$ cat config.mk
export PLATFORM = sky130hd
export DESIGN_NAME = spi_switch_refresh_sequencer_flat
export DESIGN_NICKNAME = d
export VERILOG_FILES = /design/src/rtl/core/srs_pkg.sv /design/src/rtl/core/srs_if.sv /design/src/rtl/core/srs_cfg_regs.sv /design/src/rtl/core/srs_seq_core.sv /design/src/rtl/core/spi_switch_refresh_sequencer.sv /design/src/flat_wrapper.sv
export SDC_FILE = /design/constraint.sdc
export NUM_CORES = 1
export LEC_CHECK = 0
export BUFFER_PORTS_ARGS = -buffer_cell sky130_fd_sc_hd__buf_2
export CAP_MARGIN = 25
export CORE_MARGIN = 1
export CORE_UTILIZATION = 60
export CTS_CLUSTER_SIZE = 24
export DETAILED_ROUTE_END_ITERATION = 16
export PLACE_DENSITY = 0.89
export SYNTH_ARGS = -nofsm -noshare
export SYNTH_HDL_FRONTEND = slang
export SYNTH_HIERARCHICAL = 1
export SYNTH_SLANG_ARGS = --single-unit
$ cat constraint.sdc
create_clock -name clk -period 22.5 [get_ports clk]
set_input_delay 2.25 -clock clk [delete_from_list [all_inputs] [get_ports clk]]
set_output_delay 2.25 -clock clk [all_outputs]
set_load 0.05 [all_outputs]
$ cat src/rtl/core/srs_pkg.sv
// ----------------------------------------------------------------------------
// srs_pkg
// Shared types and constants of the SPI switch refresh sequencer.
// ----------------------------------------------------------------------------
`default_nettype none

package srs_pkg;

    localparam int TIME_BITS      = 32;
    localparam int CFG_INDEX_BITS = 3;
    localparam int CFG_DATA_BITS  = 16;

    typedef logic [TIME_BITS-1:0] tstamp_t;

    localparam logic [1:0] MODE_TICK = 2'd0;
    localparam logic [1:0] MODE_WORD = 2'd1;
    localparam logic [1:0] MODE_OK   = 2'd2;
    localparam logic [1:0] MODE_FAIL = 2'd3;

    localparam logic [1:0] ST_OK  = 2'd0;
    localparam logic [1:0] ST_IO  = 2'd1;
    localparam logic [1:0] ST_BAD = 2'd2;

    localparam logic [2:0] PH_RESET = 3'd0;
    localparam logic [2:0] PH_IDLE  = 3'd1;
    localparam logic [2:0] PH_LOW   = 3'd2;
    localparam logic [2:0] PH_HIGH  = 3'd3;
    localparam logic [2:0] PH_EREQ  = 3'd4;
    localparam logic [2:0] PH_ECHK  = 3'd5;

    localparam logic [CFG_INDEX_BITS-1:0] REG_FAST_PERIOD  = 3'd0;
    localparam logic [CFG_INDEX_BITS-1:0] REG_SLOW_PERIOD  = 3'd1;
    localparam logic [CFG_INDEX_BITS-1:0] REG_FAST_TO_SLOW = 3'd2;
    localparam logic [CFG_INDEX_BITS-1:0] REG_ECHO_STEP    = 3'd3;
    localparam logic [CFG_INDEX_BITS-1:0] REG_LOW_CODE     = 3'd4;
    localparam logic [CFG_INDEX_BITS-1:0] REG_HIGH_CODE    = 3'd5;
    localparam logic [CFG_INDEX_BITS-1:0] REG_ECHO_CODE    = 3'd6;

    localparam logic [15:0] RST_FAST_PERIOD  = 16'd10;
    localparam logic [15:0] RST_SLOW_PERIOD  = 16'd100;
    localparam logic [15:0] RST_FAST_TO_SLOW = 16'd1000;
    localparam logic [15:0] RST_ECHO_STEP    = 16'd1;

    typedef struct packed {
        logic [15:0] fast_period;
        logic [15:0] slow_period;
        logic [15:0] fast_to_slow_time;
        logic [15:0] echo_step;
        logic [7:0]  low_write_code;
        logic [7:0]  high_write_code;
        logic [7:0]  echo_code;
    } cfg_t;

    typedef struct packed {
        logic [1:0]  mode;
        logic [15:0] out_word;
        logic [15:0] response;
    } event_t;

    typedef struct packed {
        logic        frame_start;
        logic [7:0]  frame_ctrl;
        logic [7:0]  frame_data;
        logic        reset_release;
        logic [15:0] diag_low;
        logic [15:0] diag_high;
        logic [1:0]  link_status;
    } result_t;

endpackage

`default_nettype wire

$ cat src/rtl/core/srs_if.sv
// ----------------------------------------------------------------------------
// srs_if
// Valid/ready channels for event items and result items.
// ----------------------------------------------------------------------------
`default_nettype none

interface srs_evt_if;
    logic        valid;
    logic        ready;
    logic [1:0]  mode;
    logic [15:0] out_word;
    logic [15:0] response;

    modport source (output valid, output mode, output out_word, output response,
                    input ready);
    modport sink   (input valid, input mode, input out_word, input response,
                    output ready);
endinterface

interface srs_res_if;
    logic        valid;
    logic        ready;
    logic        frame_start;
    logic [7:0]  frame_ctrl;
    logic [7:0]  frame_data;
    logic        reset_release;
    logic [15:0] diag_low;
    logic [15:0] diag_high;
    logic [1:0]  link_status;

    modport source (output valid, output frame_start, output frame_ctrl,
                    output frame_data, output reset_release, output diag_low,
                    output diag_high, output link_status, input ready);
    modport sink   (input valid, input frame_start, input frame_ctrl,
                    input frame_data, input reset_release, input diag_low,
                    input diag_high, input link_status, output ready);
endinterface

`default_nettype wire

$ cat src/rtl/core/srs_cfg_regs.sv
// ----------------------------------------------------------------------------
// srs_cfg_regs
// Configuration register file with a plain indexed write port.
// ----------------------------------------------------------------------------
`default_nettype none

module srs_cfg_regs (
    input  wire logic                               clk,
    input  wire logic                               rst_n,
    input  wire logic                               cfg_we,
    input  wire logic [srs_pkg::CFG_INDEX_BITS-1:0] cfg_index,
    input  wire logic [srs_pkg::CFG_DATA_BITS-1:0]  cfg_data,
    output srs_pkg::cfg_t                           cfg
);

    srs_pkg::cfg_t cfg_reg;
    srs_pkg::cfg_t cfg_next;

    always_comb
    begin
        cfg_next = cfg_reg;
        if (cfg_we)
        begin
            unique case (cfg_index)
                srs_pkg::REG_FAST_PERIOD:  cfg_next.fast_period       = cfg_data;
                srs_pkg::REG_SLOW_PERIOD:  cfg_next.slow_period       = cfg_data;
                srs_pkg::REG_FAST_TO_SLOW: cfg_next.fast_to_slow_time = cfg_data;
                srs_pkg::REG_ECHO_STEP:    cfg_next.echo_step         = cfg_data;
                srs_pkg::REG_LOW_CODE:     cfg_next.low_write_code    = cfg_data[7:0];
                srs_pkg::REG_HIGH_CODE:    cfg_next.high_write_code   = cfg_data[7:0];
                srs_pkg::REG_ECHO_CODE:    cfg_next.echo_code         = cfg_data[7:0];
                default:                   cfg_next = cfg_reg;
            endcase
        end
    end

    always_ff @(posedge clk or negedge rst_n)
    begin
        if (!rst_n)
        begin
            cfg_reg.fast_period       <= srs_pkg::RST_FAST_PERIOD;
            cfg_reg.slow_period       <= srs_pkg::RST_SLOW_PERIOD;
            cfg_reg.fast_to_slow_time <= srs_pkg::RST_FAST_TO_SLOW;
            cfg_reg.echo_step         <= srs_pkg::RST_ECHO_STEP;
            cfg_reg.low_write_code    <= 8'd0;
            cfg_reg.high_write_code   <= 8'd0;
            cfg_reg.echo_code         <= 8'd0;
        end
        else
        begin
            cfg_reg <= cfg_next;
        end
    end

    assign cfg = cfg_reg;

endmodule

`default_nettype wire

$ cat src/rtl/core/srs_seq_core.sv
// ----------------------------------------------------------------------------
// srs_seq_core
// Sequencer state and the single-step update applied to one event item.
// ----------------------------------------------------------------------------
`default_nettype none

module srs_seq_core (
    input  wire logic    clk,
    input  wire logic    rst_n,
    input  wire logic    step_en,
    input  wire srs_pkg::event_t evt,
    input  wire srs_pkg::cfg_t   cfg,
    output srs_pkg::result_t result
);

    logic [2:0]       phase_reg, phase_next;
    logic [15:0]      wanted_reg, wanted_next;
    logic [15:0]      sent_reg, sent_next;
    logic             pending_reg, pending_next;
    logic             slow_reg, slow_next;
    srs_pkg::tstamp_t now_reg, now_next;
    srs_pkg::tstamp_t poll_reg, poll_next;
    srs_pkg::tstamp_t change_reg, change_next;
    logic [15:0]      echo_reg, echo_next;
    logic [15:0]      diag_lo_reg, diag_lo_next;
    logic [15:0]      diag_hi_reg, diag_hi_next;
    logic [1:0]       status_reg, status_next;

    logic             in_frame;
    logic             act;
    logic             start;
    logic [7:0]       ctrl;
    logic [7:0]       data;
    logic             rel;
    logic [15:0]      period;
    srs_pkg::tstamp_t since_poll;
    srs_pkg::tstamp_t since_change;

    assign in_frame = (phase_reg >= srs_pkg::PH_LOW) && (phase_reg <= srs_pkg::PH_ECHK);

    always_comb
    begin
        phase_next   = phase_reg;
        wanted_next  = wanted_reg;
        sent_next    = sent_reg;
        pending_next = pending_reg;
        slow_next    = slow_reg;
        now_next     = now_reg;
        poll_next    = poll_reg;
        change_next  = change_reg;
        echo_next    = echo_reg;
        diag_lo_next = diag_lo_reg;
        diag_hi_next = diag_hi_reg;
        status_next  = status_reg;
        act          = 1'b1;
        start        = 1'b0;
        ctrl         = 8'd0;
        data         = 8'd0;
        rel          = 1'b0;
        period       = cfg.fast_period;
        since_poll   = '0;
        since_change = now_reg - change_reg;

        case (evt.mode)
            srs_pkg::MODE_TICK:
            begin
                now_next = now_reg + srs_pkg::tstamp_t'(1);
            end
            srs_pkg::MODE_WORD:
            begin
                if (evt.out_word != wanted_reg)
                begin
                    pending_next = 1'b1;
                end
                wanted_next = evt.out_word;
            end
            srs_pkg::MODE_FAIL:
            begin
                if (in_frame)
                begin
                    status_next = srs_pkg::ST_IO;
                    phase_next  = srs_pkg::PH_RESET;
                end
            end
            default:
            begin
                if (in_frame)
                begin
                    act = 1'b0;
                    unique case (phase_reg)
                        srs_pkg::PH_LOW:
                        begin
                            start      = 1'b1;
                            ctrl       = cfg.high_write_code;
                            data       = sent_reg[15:8];
                            phase_next = srs_pkg::PH_HIGH;
                        end
                        srs_pkg::PH_HIGH:
                        begin
                            diag_lo_next = ~evt.response;
                            start        = 1'b1;
                            ctrl         = cfg.echo_code;
                            data         = sent_reg[15:8];
                            phase_next   = srs_pkg::PH_EREQ;
                        end
                        srs_pkg::PH_EREQ:
                        begin
                            diag_hi_next = ~evt.response;
                            start        = 1'b1;
                            ctrl         = echo_reg[15:8];
                            data         = echo_reg[7:0];
                            phase_next   = srs_pkg::PH_ECHK;
                        end
                        default:
                        begin
                            if (evt.response == echo_reg)
                            begin
                                echo_next   = echo_reg + cfg.echo_step;
                                status_next = srs_pkg::ST_OK;
                            end
                            else
                            begin
                                status_next = srs_pkg::ST_BAD;
                            end
                            poll_next  = now_reg;
                            phase_next = srs_pkg::PH_IDLE;
                            if (!slow_reg && (since_change >=
                                srs_pkg::tstamp_t'(cfg.fast_to_slow_time)))
                            begin
                                slow_next = 1'b1;
                            end
                        end
                    endcase
                end
            end
        endcase

        if (act)
        begin
            if (phase_next == srs_pkg::PH_RESET)
            begin
                rel          = 1'b1;
                pending_next = 1'b1;
                phase_next   = srs_pkg::PH_IDLE;
            end
            else if (phase_next == srs_pkg::PH_IDLE)
            begin
                period     = (slow_next && !pending_next) ? cfg.slow_period
                                                          : cfg.fast_period;
                since_poll = now_next - poll_next;
                if (pending_next || (since_poll >= srs_pkg::tstamp_t'(period)))
                begin
                    if (pending_next)
                    begin
                        slow_next   = 1'b0;
                        change_next = now_next;
                    end
                    sent_next    = wanted_next;
                    pending_next = 1'b0;
                    phase_next   = srs_pkg::PH_LOW;
                    start        = 1'b1;
                    ctrl         = cfg.low_write_code;
                    data         = wanted_next[7:0];
                end
            end
        end

        result.frame_start   = start;
        result.frame_ctrl    = ctrl;
        result.frame_data    = data;
        result.reset_release = rel;
        result.diag_low      = diag_lo_next;
        result.diag_high     = diag_hi_next;
        result.link_status   = status_next;
    end

    always_ff @(posedge clk or negedge rst_n)
    begin
        if (!rst_n)
        begin
            phase_reg   <= srs_pkg::PH_RESET;
            wanted_reg  <= '0;
            sent_reg    <= '0;
            pending_reg <= 1'b0;
            slow_reg    <= 1'b0;
            now_reg     <= '0;
            poll_reg    <= '0;
            change_reg  <= '0;
            echo_reg    <= '0;
            diag_lo_reg <= '0;
            diag_hi_reg <= '0;
            status_reg  <= srs_pkg::ST_OK;
        end
        else if (step_en)
        begin
            phase_reg   <= phase_next;
            wanted_reg  <= wanted_next;
            sent_reg    <= sent_next;
            pending_reg <= pending_next;
            slow_reg    <= slow_next;
            now_reg     <= now_next;
            poll_reg    <= poll_next;
            change_reg  <= change_next;
            echo_reg    <= echo_next;
            diag_lo_reg <= diag_lo_next;
            diag_hi_reg <= diag_hi_next;
            status_reg  <= status_next;
        end
    end

`ifndef SYNTHESIS
    a_fail_recovers: assert property (@(posedge clk) disable iff (!rst_n)
        step_en && (evt.mode == srs_pkg::MODE_FAIL) && in_frame |=>
        (phase_reg == srs_pkg::PH_IDLE) && (status_reg == srs_pkg::ST_IO))
        else $error("failed frame did not end in idle with io error");

    a_echo_check_ends: assert property (@(posedge clk) disable iff (!rst_n)
        step_en && (evt.mode == srs_pkg::MODE_OK) && (phase_reg == srs_pkg::PH_ECHK) |=>
        (phase_reg == srs_pkg::PH_IDLE) && (status_reg != srs_pkg::ST_IO))
        else $error("echo check did not return to idle");

    a_refresh_start: assert property (@(posedge clk) disable iff (!rst_n)
        step_en && result.frame_start && (phase_reg == srs_pkg::PH_IDLE) |=>
        (phase_reg == srs_pkg::PH_LOW) && !pending_reg)
        else $error("refresh start did not enter the low-byte frame");

    a_hold_when_idle: assert property (@(posedge clk) disable iff (!rst_n)
        !step_en |=> $stable(phase_reg) && $stable(echo_reg) && $stable(now_reg))
        else $error("sequencer state changed without an item");
`endif

endmodule

`default_nettype wire

$ cat src/rtl/core/spi_switch_refresh_sequencer.sv
// ----------------------------------------------------------------------------
// spi_switch_refresh_sequencer
// Refresh frame sequencer for a 16-channel SPI low-side switch.
// ----------------------------------------------------------------------------
// Channel   Direction  Handshake       Payload
// evt       in         valid/ready     mode, out_word, response
// res       out        valid/ready     frame_start, frame_ctrl, frame_data,
//                                      reset_release, diag_low, diag_high,
//                                      link_status
// cfg       in         cfg_we only     cfg_index, cfg_data
//
// One item is accepted per cycle while the result is not stalled; it passes from
// the input register through the sequencer core into the result register, from
// which the result can be taken.
// The rate is set by the state update in the sequencer core.
// Reset clears the valid flags, configuration and core state at once, not the
// input and result data registers; no clearing pass is needed. A stalled result
// holds in the result register while one more item waits in the input register.
// ----------------------------------------------------------------------------
`default_nettype none

module spi_switch_refresh_sequencer (
    input  wire logic                               clk,
    input  wire logic                               rst_n,
    input  wire logic                               cfg_we,
    input  wire logic [srs_pkg::CFG_INDEX_BITS-1:0] cfg_index,
    input  wire logic [srs_pkg::CFG_DATA_BITS-1:0]  cfg_data,
    srs_evt_if.sink                                 evt,
    srs_res_if.source                               res
);

    srs_pkg::cfg_t    cfg;
    srs_pkg::event_t  evt_reg;
    srs_pkg::result_t step_result;
    srs_pkg::result_t res_reg;
    logic             in_valid_reg, in_valid_next;
    logic             out_valid_reg, out_valid_next;
    logic             advance;
    logic             step_en;
    logic             take;

    srs_cfg_regs u_cfg (
        .clk       (clk),
        .rst_n     (rst_n),
        .cfg_we    (cfg_we),
        .cfg_index (cfg_index),
        .cfg_data  (cfg_data),
        .cfg       (cfg)
    );

    srs_seq_core u_core (
        .clk     (clk),
        .rst_n   (rst_n),
        .step_en (step_en),
        .evt     (evt_reg),
        .cfg     (cfg),
        .result  (step_result)
    );

    assign advance   = !out_valid_reg || res.ready;
    assign step_en   = in_valid_reg && advance;
    assign evt.ready = !in_valid_reg || step_en;
    assign take      = evt.valid && evt.ready;

    always_comb
    begin
        in_valid_next  = take || (in_valid_reg && !step_en);
        out_valid_next = advance ? step_en : out_valid_reg;
    end

    always_ff @(posedge clk or negedge rst_n)
    begin
        if (!rst_n)
        begin
            in_valid_reg  <= 1'b0;
            out_valid_reg <= 1'b0;
        end
        else
        begin
            in_valid_reg  <= in_valid_next;
            out_valid_reg <= out_valid_next;
        end
    end

    always_ff @(posedge clk)
    begin
        if (take)
        begin
            evt_reg.mode     <= evt.mode;
            evt_reg.out_word <= evt.out_word;
            evt_reg.response <= evt.response;
        end
        if (step_en)
        begin
            res_reg <= step_result;
        end
    end

    assign res.valid         = out_valid_reg;
    assign res.frame_start   = res_reg.frame_start;
    assign res.frame_ctrl    = res_reg.frame_ctrl;
    assign res.frame_data    = res_reg.frame_data;
    assign res.reset_release = res_reg.reset_release;
    assign res.diag_low      = res_reg.diag_low;
    assign res.diag_high     = res_reg.diag_high;
    assign res.link_status   = res_reg.link_status;

endmodule

`default_nettype wire
$ cat src/flat_wrapper.sv
// flat-port wrapper written by rule: the top's interface ports become plain ports
module spi_switch_refresh_sequencer_flat 
  (clk, rst_n, cfg_we, cfg_index, cfg_data, evt_valid, evt_mode, evt_out_word, evt_response, evt_ready, res_valid, res_frame_start, res_frame_ctrl, res_frame_data, res_reset_release, res_diag_low, res_diag_high, res_link_status, res_ready);
  srs_evt_if evt_i ();
  srs_res_if res_i ();
  input  wire logic clk;
  input  wire logic rst_n;
  input  wire logic cfg_we;
  input  wire logic [srs_pkg::CFG_INDEX_BITS-1:0] cfg_index;
  input  wire logic [srs_pkg::CFG_DATA_BITS-1:0] cfg_data;
  input wire logic [$bits(evt_i.valid)-1:0] evt_valid;
  input wire logic [$bits(evt_i.mode)-1:0] evt_mode;
  input wire logic [$bits(evt_i.out_word)-1:0] evt_out_word;
  input wire logic [$bits(evt_i.response)-1:0] evt_response;
  output wire logic [$bits(evt_i.ready)-1:0] evt_ready;
  output wire logic [$bits(res_i.valid)-1:0] res_valid;
  output wire logic [$bits(res_i.frame_start)-1:0] res_frame_start;
  output wire logic [$bits(res_i.frame_ctrl)-1:0] res_frame_ctrl;
  output wire logic [$bits(res_i.frame_data)-1:0] res_frame_data;
  output wire logic [$bits(res_i.reset_release)-1:0] res_reset_release;
  output wire logic [$bits(res_i.diag_low)-1:0] res_diag_low;
  output wire logic [$bits(res_i.diag_high)-1:0] res_diag_high;
  output wire logic [$bits(res_i.link_status)-1:0] res_link_status;
  input wire logic [$bits(res_i.ready)-1:0] res_ready;
  assign evt_i.valid = evt_valid;
  assign evt_i.mode = evt_mode;
  assign evt_i.out_word = evt_out_word;
  assign evt_i.response = evt_response;
  assign evt_ready = evt_i.ready;
  assign res_valid = res_i.valid;
  assign res_frame_start = res_i.frame_start;
  assign res_frame_ctrl = res_i.frame_ctrl;
  assign res_frame_data = res_i.frame_data;
  assign res_reset_release = res_i.reset_release;
  assign res_diag_low = res_i.diag_low;
  assign res_diag_high = res_i.diag_high;
  assign res_link_status = res_i.link_status;
  assign res_i.ready = res_ready;
  spi_switch_refresh_sequencer u_core (.clk(clk), .rst_n(rst_n), .cfg_we(cfg_we), .cfg_index(cfg_index), .cfg_data(cfg_data), .evt(evt_i), .res(res_i));
endmodule
== Yosys cells after proc, flatten, opt, wreduce, memory -nomap -nowiden ==
Cells that the tools add are included.

* Register bits: 359
* Input port bits: 58
* Output and inout port bits: 54
* Word-level logic and storage cells: 153

* Add/subtract/negate cells: 4
* Magnitude comparators: 4
* Eq/ne operators: 14
* Multiplexer cells: 64
* Bitwise logic cells: 4
* Reductions and logical operators: 32

{| class="wikitable"
|+ Operators with widths
! operator !! count
|-
| $mux W16 || 8
|-
| $mux W32 || 4
|-
| $mux W8 || 12
|-
| $ge A32 B16 Y1 || 2
|-
| $sub A32 B32 Y32 || 2
|-
| $add A32 B1 Y32 const B || 1
|-
| $mux W1 || 25
|-
| $pmux W8 S3 || 1
|-
| $mux W3 || 6
|-
| $add A16 B16 Y16 || 1
|-
| $eq A16 B16 Y1 || 1
|-
| $ne A16 B16 Y1 || 1
|-
| $not A16 Y16 || 1
|-
| $pmux W8 S2 || 1
|-
| $reduce_and A2 Y1 || 7
|-
| $eq A3 B2 Y1 const B || 4
|-
| $eq A3 B3 Y1 const B || 4
|-
| $reduce_and A5 Y1 || 2
|-
| $pmux W3 S3 || 1
|-
| $mux W2 || 4
|-
| $eq A3 B1 Y1 const B || 2
|-
| $logic_and A1 B1 Y1 || 6
|-
| $logic_not A3 Y1 || 2
|-
| $pmux W3 S2 || 1
|-
| other kinds (12) || 23
|}

== Depth between registers and ports, before layout ==
Gate-level depths: netlist of the first run.

* Depth in word-level cells: 15
* Mapped depth: 39

== By module ==
Netlist of the first run, hierarchy kept.

{| class="wikitable"
|+ By module, submodules not included
! module !! times used !! cells each !! area each (µm²)
|-
| srs_seq_core || 1 || 1809 || 15107.0
|-
| srs_cfg_regs || 1 || 194 || 3412.0
|-
| spi_switch_refresh_sequencer || 1 || 94 || 2686.3
|}

== Least setup slack after synthesis of the first run ==
OpenSTA, ideal clock, no wires.

* Kind: register to register
* Start: register u_core.u_core.now_reg[0]
* End: register u_core.res_reg, in the netlist u_core/res.frame_start (data pin)
* Setup time: 0.251 ns
* Data arrival time: 7.382 ns
* Data required time: 22.249 ns
* Slack: 14.867 ns
* Cell stages (with the launch flop): 37
* Period minus slack after synthesis: 7.633 ns
* Cells stage by stage: dfrtp_1 -> inv_1 -> ha_1 -> fa_1 -> nor2b_1 -> o31a_1 -> o21bai_1 -> nand4_1 -> and2_1 -> xor2_1 -> ha_1 -> a21oi_1 -> nand2_1 -> a211oi_1 -> o2111ai_1 -> nor4b_1 -> nand4_1 -> nor3_1 -> nand4_1 -> or3_1 -> clkbuf_1 -> or4b_1 -> and3_1 -> ha_1 -> a221o_1 -> a2111oi_0 -> nand4_1 -> nor4_1 -> and4_1 -> nand4_1 -> or4_1 -> nor4_2 -> or4b_1 -> buf_6 -> buf_12 -> nand2_1 -> buf_4

* Cells in the longest elaborated chain, start to end: 15

{| class="wikitable"
|+ Ends and longest elaborated chain
! item !! line !! source
|-
| from (decl) || srs_seq_core.sv:21 || <nowiki>srs_pkg::tstamp_t now_reg, now_next;</nowiki>
|-
| from (signal assigned) || srs_seq_core.sv:201 || <nowiki>now_reg <= now_next;</nowiki>
|-
| $sub A32 B32 Y32 || srs_seq_core.sv:62 || <nowiki>since_change = now_reg - change_reg;</nowiki>
|-
| $ge A32 B16 Y1 || srs_seq_core.sv:127 || <nowiki>if (!slow_reg && (since_change >=</nowiki>
|-
| $logic_and A1 B1 Y1 || srs_seq_core.sv:127 ||
|-
| $mux W1 || srs_seq_core.sv:127 ||
|-
| $mux W1 || srs_seq_core.sv:90 || <nowiki>unique case (phase_reg)</nowiki>
|-
| $mux W1 || srs_seq_core.sv:87 || <nowiki>if (in_frame)</nowiki>
|-
| $mux W1 || srs_seq_core.sv:64 || <nowiki>case (evt.mode)</nowiki>
|-
| $logic_and A1 B1 Y1 || srs_seq_core.sv:148 || <nowiki>period = (slow_next && !pending_next) ? cfg.slow_period</nowiki>
|-
| $mux W16 || srs_seq_core.sv:148 ||
|-
| $ge A32 B16 Y1 (*) || srs_seq_core.sv:151 || <nowiki>if (pending_next || (since_poll >= srs_pkg::tstamp_t'(period)))</nowiki>
|-
| $logic_or A1 B1 Y1 (*) || srs_seq_core.sv:151 ||
|-
| $mux W1 (*) || srs_seq_core.sv:151 ||
|-
| $mux W1 (*) || srs_seq_core.sv:146 || <nowiki>else if (phase_next == srs_pkg::PH_IDLE)</nowiki>
|-
| $mux W1 (*) || srs_seq_core.sv:140 || <nowiki>if (phase_next == srs_pkg::PH_RESET)</nowiki>
|-
| $mux W1 (*) || srs_seq_core.sv:138 || <nowiki>if (act)</nowiki>
|-
| via u_core.u_core.start || srs_seq_core.sv:31 || <nowiki>logic start;</nowiki>
|-
| to (signal assigned) || spi_switch_refresh_sequencer.sv:95 || <nowiki>res_reg <= step_result;</nowiki>
|-
| to (decl) || spi_switch_refresh_sequencer.sv:35 || <nowiki>srs_pkg::result_t res_reg;</nowiki>
|}

Mark *: on every way through the listed nets, which the timed path passes. The rest lies on a longest branch.
A chain may end at the register's enable or synchronous reset.

==> reports/qor.csv, run 1 <==
metric,value,unit
dr.pass1.iters,6,
async_flop_share,0.755,
path_max_fanout,33,
setup_viol,0,
routed_wl,57.3,mm
wl_per_cell,21.7,µm
critPathKind,flip-flop to flip-flop,
syn_to_final_growth,9.81,%
hp-class,flip-flop to flip-flop,
powerDensity,115,nW/µm²
dp_hpwl,40.2,mm
post_cts_buffers,0,
track_usage,0.317,
regArea,9230,µm²
cts_buffer_depth,3,
synth_cells,2097,
ios,112,
startpoint_type,flip-flop,
cts_buffers,38,
num-fill-cells,2504,
yosys_register_bits,351,
synth_edf_count,86,
cts_root_buf,clkbuf_16,
drc,0,
relSlewSlack,0.284,
fin_ws,12890,ps
initial_core_util,0.612,
critPathMaxStageDelay,800,ps
critPathRequiredTime,22730,ps
yosysWarnings,6,
fp.coreArea,34600,µm²
end_kind,flip-flop,
cp_data_arrival_time,9840,ps
ctsHoldBuffers,0,
fmax,0.104,GHz
combPwrFrac,0.431,
grt_pass1_vias,16500,
finClkSkew,15.4,ps
timing.final.crit_share,0.427,
synth.distinct_cells,96,
cpMaxStageDelayCell,or4b_1,
die-area,36100,µm²
place_congestion,0.963,
maxCapViolations,0,
die_w,190,µm
finalHoldWorstSlack,478,ps
clk_latency,540,ps
dp_slack,12660,ps
cts-htree-levels,2,
pwr-share-clk,0.234,
switching_share,0.391,
cts.repair.resized,0,
ys.flop_type,dfrtp_1,
cts_tree,done,
drive_gt1_frac,0.190,
rrSetupSlack,12890,ps
fin_crit,9610,ps
cts_sinks,351,
grt_pass1_wl,89.6,mm
drtAntennaViolNets,0,
ir_worst_vdd,0.0000928,V
drtIter0Drc,1620,
crit_path_frequent_cell,nand4_1,
synth_area,21200,µm²
largest_reg_flops,88,
rsz0062_at_grt,no,
ys_seq_area_frac,0.435,
hold_viol_final,0,
slew_viol_final,0,
multi_input_comb_area,11200,µm²
place.port_buffers,111,
avgSynthCellArea,10.1,µm²
fin_setup_tns,0,ps
grt_overflow_total,0,
num_rows,68,
seq_power_share,0.335,
status,finished clean,
p_int,1.63,mW
tightest_slew,1070,ps
synth_nets,2268,
grt_max_degree,177,
antenna_found_initial,2,
routed_via_density,6.39,
switchingPower,1.05,mW
vias,16900,
die_h,190,µm
clk_pin_slew,60,ps
nets,2324,
p_leak,10.5,nW
## area by class of cell
cell class	count	area share
multi-input combinational	1546	0.479
sequential	351	0.396
clock buffer	52	0.0453
timing repair buffer	132	0.0332
tap	455	0.0244
inverter	84	0.0135
clock inverter	17	0.00758
antenna	3	0.000322
## per-layer routing
| layer | track usage | vias to the layer above | part of all wire | wire length, µm |
|---|---|---|---|---|
| li1 | - | 7642 | - | - |
| met5 | 0 | - | 0 | 0 |
| met1 | 0.428 | 8271 | 0.42 | 23900 |
| met3 | 0.0557 | 153 | 0.077 | 4430 |
| met2 | 0.515 | 803 | 0.47 | 27000 |
| met4 | 0.110 | 0 | 0.033 | 1920 |
## worst max-delay path: cells and delay by family, from the launching register on
family / cells / cell delay [ps]
buf+inv: 2 / 320
compound gates: 8 / 2000
xor+xnor: 1 / 160
fa+ha+maj: 4 / 1120
simple gates: 18 / 5180
flops: 1 / 470
## cells in the mapped netlist (all sizes together), types with 26 or more instances
library cell | n | area, µm²
dfrtp | 253 | 6330
nand2 | 252 | 946
mux2 | 159 | 1860
a21oi | 128 | 652
nor2 | 118 | 443
o21ai | 115 | 579
ha | 110 | 1380
xnor2 | 93 | 822
edfxtp | 86 | 2580
inv | 84 | 315
clkbuf | 79 | 298
and3 | 56 | 358
xor2 | 55 | 489
nand3 | 52 | 265
mux2i | 49 | 490
buf | 37 | 244
nand4 | 29 | 181
nor3 | 26 | 135
## path summary, 6_finish.rpt
check | startpoint | to | depth (start not counted)
max in group asynchronous | rst_n | u_core/u_cfg/cfg[6]$_DFFE_PN0P_ | 2
hold reg to reg | u_core/u_core/poll_reg[14]$_DFFE_PN0P_ | u_core/u_core/poll_reg[14]$_DFFE_PN0P_ | 2
hold / removal | u_core/u_core/poll_reg[14]$_DFFE_PN0P_ | u_core/u_core/poll_reg[14]$_DFFE_PN0P_ | 2
min in group asynchronous | rst_n | u_core/u_core/diag_hi_reg[6]$_DFFE_PN0P_ | 1
setup / recovery | u_core/u_core/now_reg[0]$_DFFE_PN0P_ | u_core/res.frame_data[4]$_DFFE_PP_ | 33
setup reg to reg | u_core/u_core/now_reg[0]$_DFFE_PN0P_ | u_core/res.frame_data[4]$_DFFE_PP_ | 33
## power by group through the flow
stage          clock network [mW]  registers (mW)  logic [mW]
6_report                    0.627           0.899        1.16
3_3_place_gp                    0           0.895        1.06
3_5_place_dp                    0           0.905        1.10
5_1_grt                     0.657           0.912        1.25
2_1_floorplan                   0           0.928       0.788
4_1_cts                     0.632           0.897        1.12
## cell families (layout without fill, tap and decap cells)
group / count (synthesis) / in the layout / share of synthesized area
other cells: 0 / 3 / 0
fa+ha+maj: 113 / 113 / 0.0677
mux: 208 / 208 / 0.111
simple gates: 651 / 651 / 0.154
buf+inv: 200 / 285 / 0.0404
compound gates: 426 / 426 / 0.130
xor+xnor: 148 / 148 / 0.0618
flops: 351 / 351 / 0.435
## through the flow
step	area [µm²]	utilization	std cells	total power, mW
6_report	23300	0.672	2640	2.68
5_1_grt	23300	0.672	2639	2.81
4_1_cts	23200	0.670	2632	2.65
3_5_place_dp	22000	0.635	2563	2.00
3_3_place_gp	22000	0.634	2562	1.96
2_1_floorplan	21200	-	2097	1.72
## placed cells by master, fill, tap and decap left out, types with 7 or more instances in the layout
| cell type | synthesis | final |
|---|---|---|
| dfrtp_1 | 253 | 253 |
| nand2_1 | 252 | 252 |
| mux2_2 | 141 | 141 |
| a21oi_1 | 127 | 127 |
| nor2_1 | 118 | 116 |
| o21ai_0 | 112 | 112 |
| buf_2 | 17 | 110 |
| ha_1 | 110 | 110 |
| xnor2_1 | 92 | 92 |
| edfxtp_1 | 86 | 86 |
| inv_1 | 84 | 84 |
| xor2_1 | 54 | 54 |
| and3_1 | 53 | 52 |
| nand3_1 | 51 | 51 |
| mux2i_1 | 49 | 49 |
| clkbuf_16 | 0 | 39 |
| nand4_1 | 29 | 29 |
| nor3_1 | 25 | 25 |
| a21o_1 | 22 | 22 |
| nand2b_1 | 20 | 20 |
| mux2_4 | 18 | 18 |
| a22o_1 | 17 | 17 |
| buf_4 | 2 | 15 |
| a211oi_1 | 15 | 15 |
| nor4_1 | 14 | 14 |
| o21a_1 | 14 | 14 |
| o211ai_1 | 13 | 13 |
| or4b_1 | 13 | 13 |
| dfstp_2 | 12 | 12 |
| clkbuf_1 | 78 | 10 |
| and2_1 | 11 | 10 |
| a31oi_1 | 10 | 10 |
| clkinv_2 | 0 | 9 |
| o21bai_1 | 9 | 9 |
| a22oi_1 | 9 | 9 |
| o22ai_2 | 8 | 8 |
| or2_2 | 7 | 7 |
| and4_1 | 7 | 7 |
| o211a_1 | 7 | 7 |
(Power assumes the default switching activity.)
==> inputs of run 2 (changes only) <==
- clock period: 22.5 -> 9.1 ns (I/O delays scaled with it)
==> reports/qor.csv, run 2 (same netlist as run 1, synthesis figures left out) <==
metric,value,unit,change
nets,2326,,"was 2,324"
powerDensity,287,nW/µm²,was 115 nW/µm²
drtIter0Drc,1613,,"was 1,620"
die_w,190,µm,unchanged
critPathMaxStageDelay,520,ps,was 800 ps
fin_cells,2641,,"was 2,640"
routed_via_density,6.39,,about the same
hp-class,primary input to async pin,,was flip-flop to flip-flop
tightest_slew,1050,ps,was 1070 ps
p_leak,10.6,nW,was 10.5 nW
cts_buffers,39,,was 38
clk_pin_slew,60,ps,about the same
finalHoldWorstSlack,379,ps,was 478 ps
cts_tree,done,,unchanged
path_max_fanout,17,,was 33
place.port_buffers,111,,unchanged
wl_per_cell,21.9,µm,was 21.7 µm
end_kind,flip-flop,,unchanged
num-fill-cells,2507,,"was 2,504"
num_rows,68,,unchanged
cts_root_buf,clkbuf_16,,unchanged
drive_gt1_frac,0.193,,was 0.190
crit_start,u_core/u_core/now_reg[0]$_DFFE_PN0P_,,unchanged
slew_viol_final,0,,unchanged
dp_cells,2567,,"was 2,563"
timing.final.crit_share,0.937,,was 0.427
final_cell_mix,"dfrtp_1, nand2_1, mux2_2",,unchanged
largest_reg_flops,88,,unchanged
grt_pass1_vias,16800,,"was 16,500"
r2r-start,u_core/u_core/now_reg[0]$_DFFE_PN0P_,,unchanged
grt_max_degree,145,,was 177
dp_hpwl,40.7,mm,was 40.2 mm
cp_data_arrival_time,8800,ps,was 9840 ps
track_usage,0.325,,was 0.317
antenna_found_initial,3,,was 2
fin_setup_tns,0,ps,unchanged
cts_sinks,351,,unchanged
initial_core_util,0.612,,unchanged
relSlewSlack,0.299,,was 0.284
grt_pass1_wl,91.9,mm,was 89.6 mm
maxCapViolations,0,,unchanged
cts_buffer_depth,3,,unchanged
fmax,0.117,GHz,was 0.104 GHz
crit_path_frequent_cell,nand4_1,,unchanged
die-area,36100,µm²,unchanged
drc,0,,unchanged
r2r_cells,35,,was 33
post_cts_buffers,0,,unchanged
ios,112,,unchanged
grt_overflow_total,0,,unchanged
routed_wl,57.9,mm,was 57.3 mm
vias,16900,,about the same
fin_crit,8530,ps,was 9610 ps
setup_viol,0,,unchanged
finClkSkew,24.3,ps,was 15.4 ps
startpoint_type,flip-flop,,unchanged
critPathRequiredTime,9370,ps,"was 22,730 ps"
ir_worst_vdd,0.000229,V,was 0.0000928 V
drtAntennaViolNets,0,,unchanged
hold_viol_final,0,,unchanged
syn_to_final_growth,10.4,%,was 9.81%
cpMaxStageDelayCell,or4_1,,was or4b_1
critPathKind,flip-flop to flip-flop,,unchanged
dr.pass1.iters,5,,was 6
place_congestion,0.937,,was 0.963
clk_latency,580,ps,was 540 ps
die_h,190,µm,unchanged
cts-htree-levels,2,,unchanged
status,finished clean,,unchanged
rsz0062_at_grt,no,,unchanged
fp.coreArea,34600,µm²,unchanged
==> run 2: changes by cell type in the layout (fill, tap and decap cells not counted), moves of 2 or more <==
cell        delta
inv_16         +2
clkbuf_1       -3
clkbuf_8       +2
clkinv_1       +2
clkinvlp_4     -2
==> run 2: what timing repair did <==
item                                    in CTS  in global routing
gates resized for setup                      0                  8
endpoints found under the setup margin       0                 27
hold buffers                                 0                  0
==> run 2: path summary, 6_finish.rpt <==
kind,end,slack (ps)
setup / recovery,u_core/res.frame_data[4]$_DFFE_PP_,570
hold reg to reg,u_core/u_core/poll_reg[24]$_DFFE_PN0P_,480
min in group clk,u_core/u_core/poll_reg[24]$_DFFE_PN0P_,480
hold / removal,u_core/u_core/diag_hi_reg[7]$_DFFE_PN0P_,380
setup reg to reg,u_core/res.frame_data[4]$_DFFE_PP_,570
max in group asynchronous,u_core/u_core/now_reg[0]$_DFFE_PN0P_,7300
==> run 2: final cells by class <==
cell class	instances	area [µm²]	area share
Antenna cell	2	5.00	0.000214
Timing Repair Buffer	133	791	0.0338
Inverter	84	315	0.0135
Clock inverter	19	234	0.00999
Multi-Input combinational cell	1546	11200	0.478
Tap cell	455	569	0.0243
Sequential cell	351	9230	0.394
Clock buffer	51	1070	0.0457
==> run 2: through the flow <==
stage / util / power [mW] / instance area (µm²) / setup slack [ps]
after floorplan: - / 4.24 / 21200 / 1470
after global placement: 0.635 / 4.84 / 22000 / 543
after detailed placement: 0.636 / 4.97 / 22000 / 177
after CTS: 0.674 / 6.64 / 23300 / 22.5
after global routing: 0.676 / 7.07 / 23400 / 31.7
final: 0.676 / 6.71 / 23400 / 575
==> run 2: power by group <==
part	total (mW)	switching, mW	leakage (nW)	internal, mW
combinational	2.86	1.70	5.76	1.17
sequential	2.23	0.246	4.18	1.98
clock	1.62	0.668	0.649	0.954
total	6.71	2.61	10.6	4.10
==> run 2: critical path: cells and delay by family, from the launching register on <==
| kind | cells | cell delay (ps) |
|---|---|---|
| AOI/OAI and AO/OA | 8 | 1610 |
| DFF | 1 | 430 |
| adders and majority gates | 4 | 1210 |
| buffers and inverters | 3 | 510 |
| xor gates and xnor gates | 1 | 170 |
| and+or+nand+nor | 19 | 4280 |
==> run 2: routing by layer <==
layer | vias up | GRT usage | part of all wire
li1 | 7639 | - | -
met1 | 8281 | 0.428 | 0.41
met2 | 773 | 0.526 | 0.47
met3 | 173 | 0.0592 | 0.073
met4 | 2 | 0.142 | 0.042
met5 | - | 0 | 0.00022
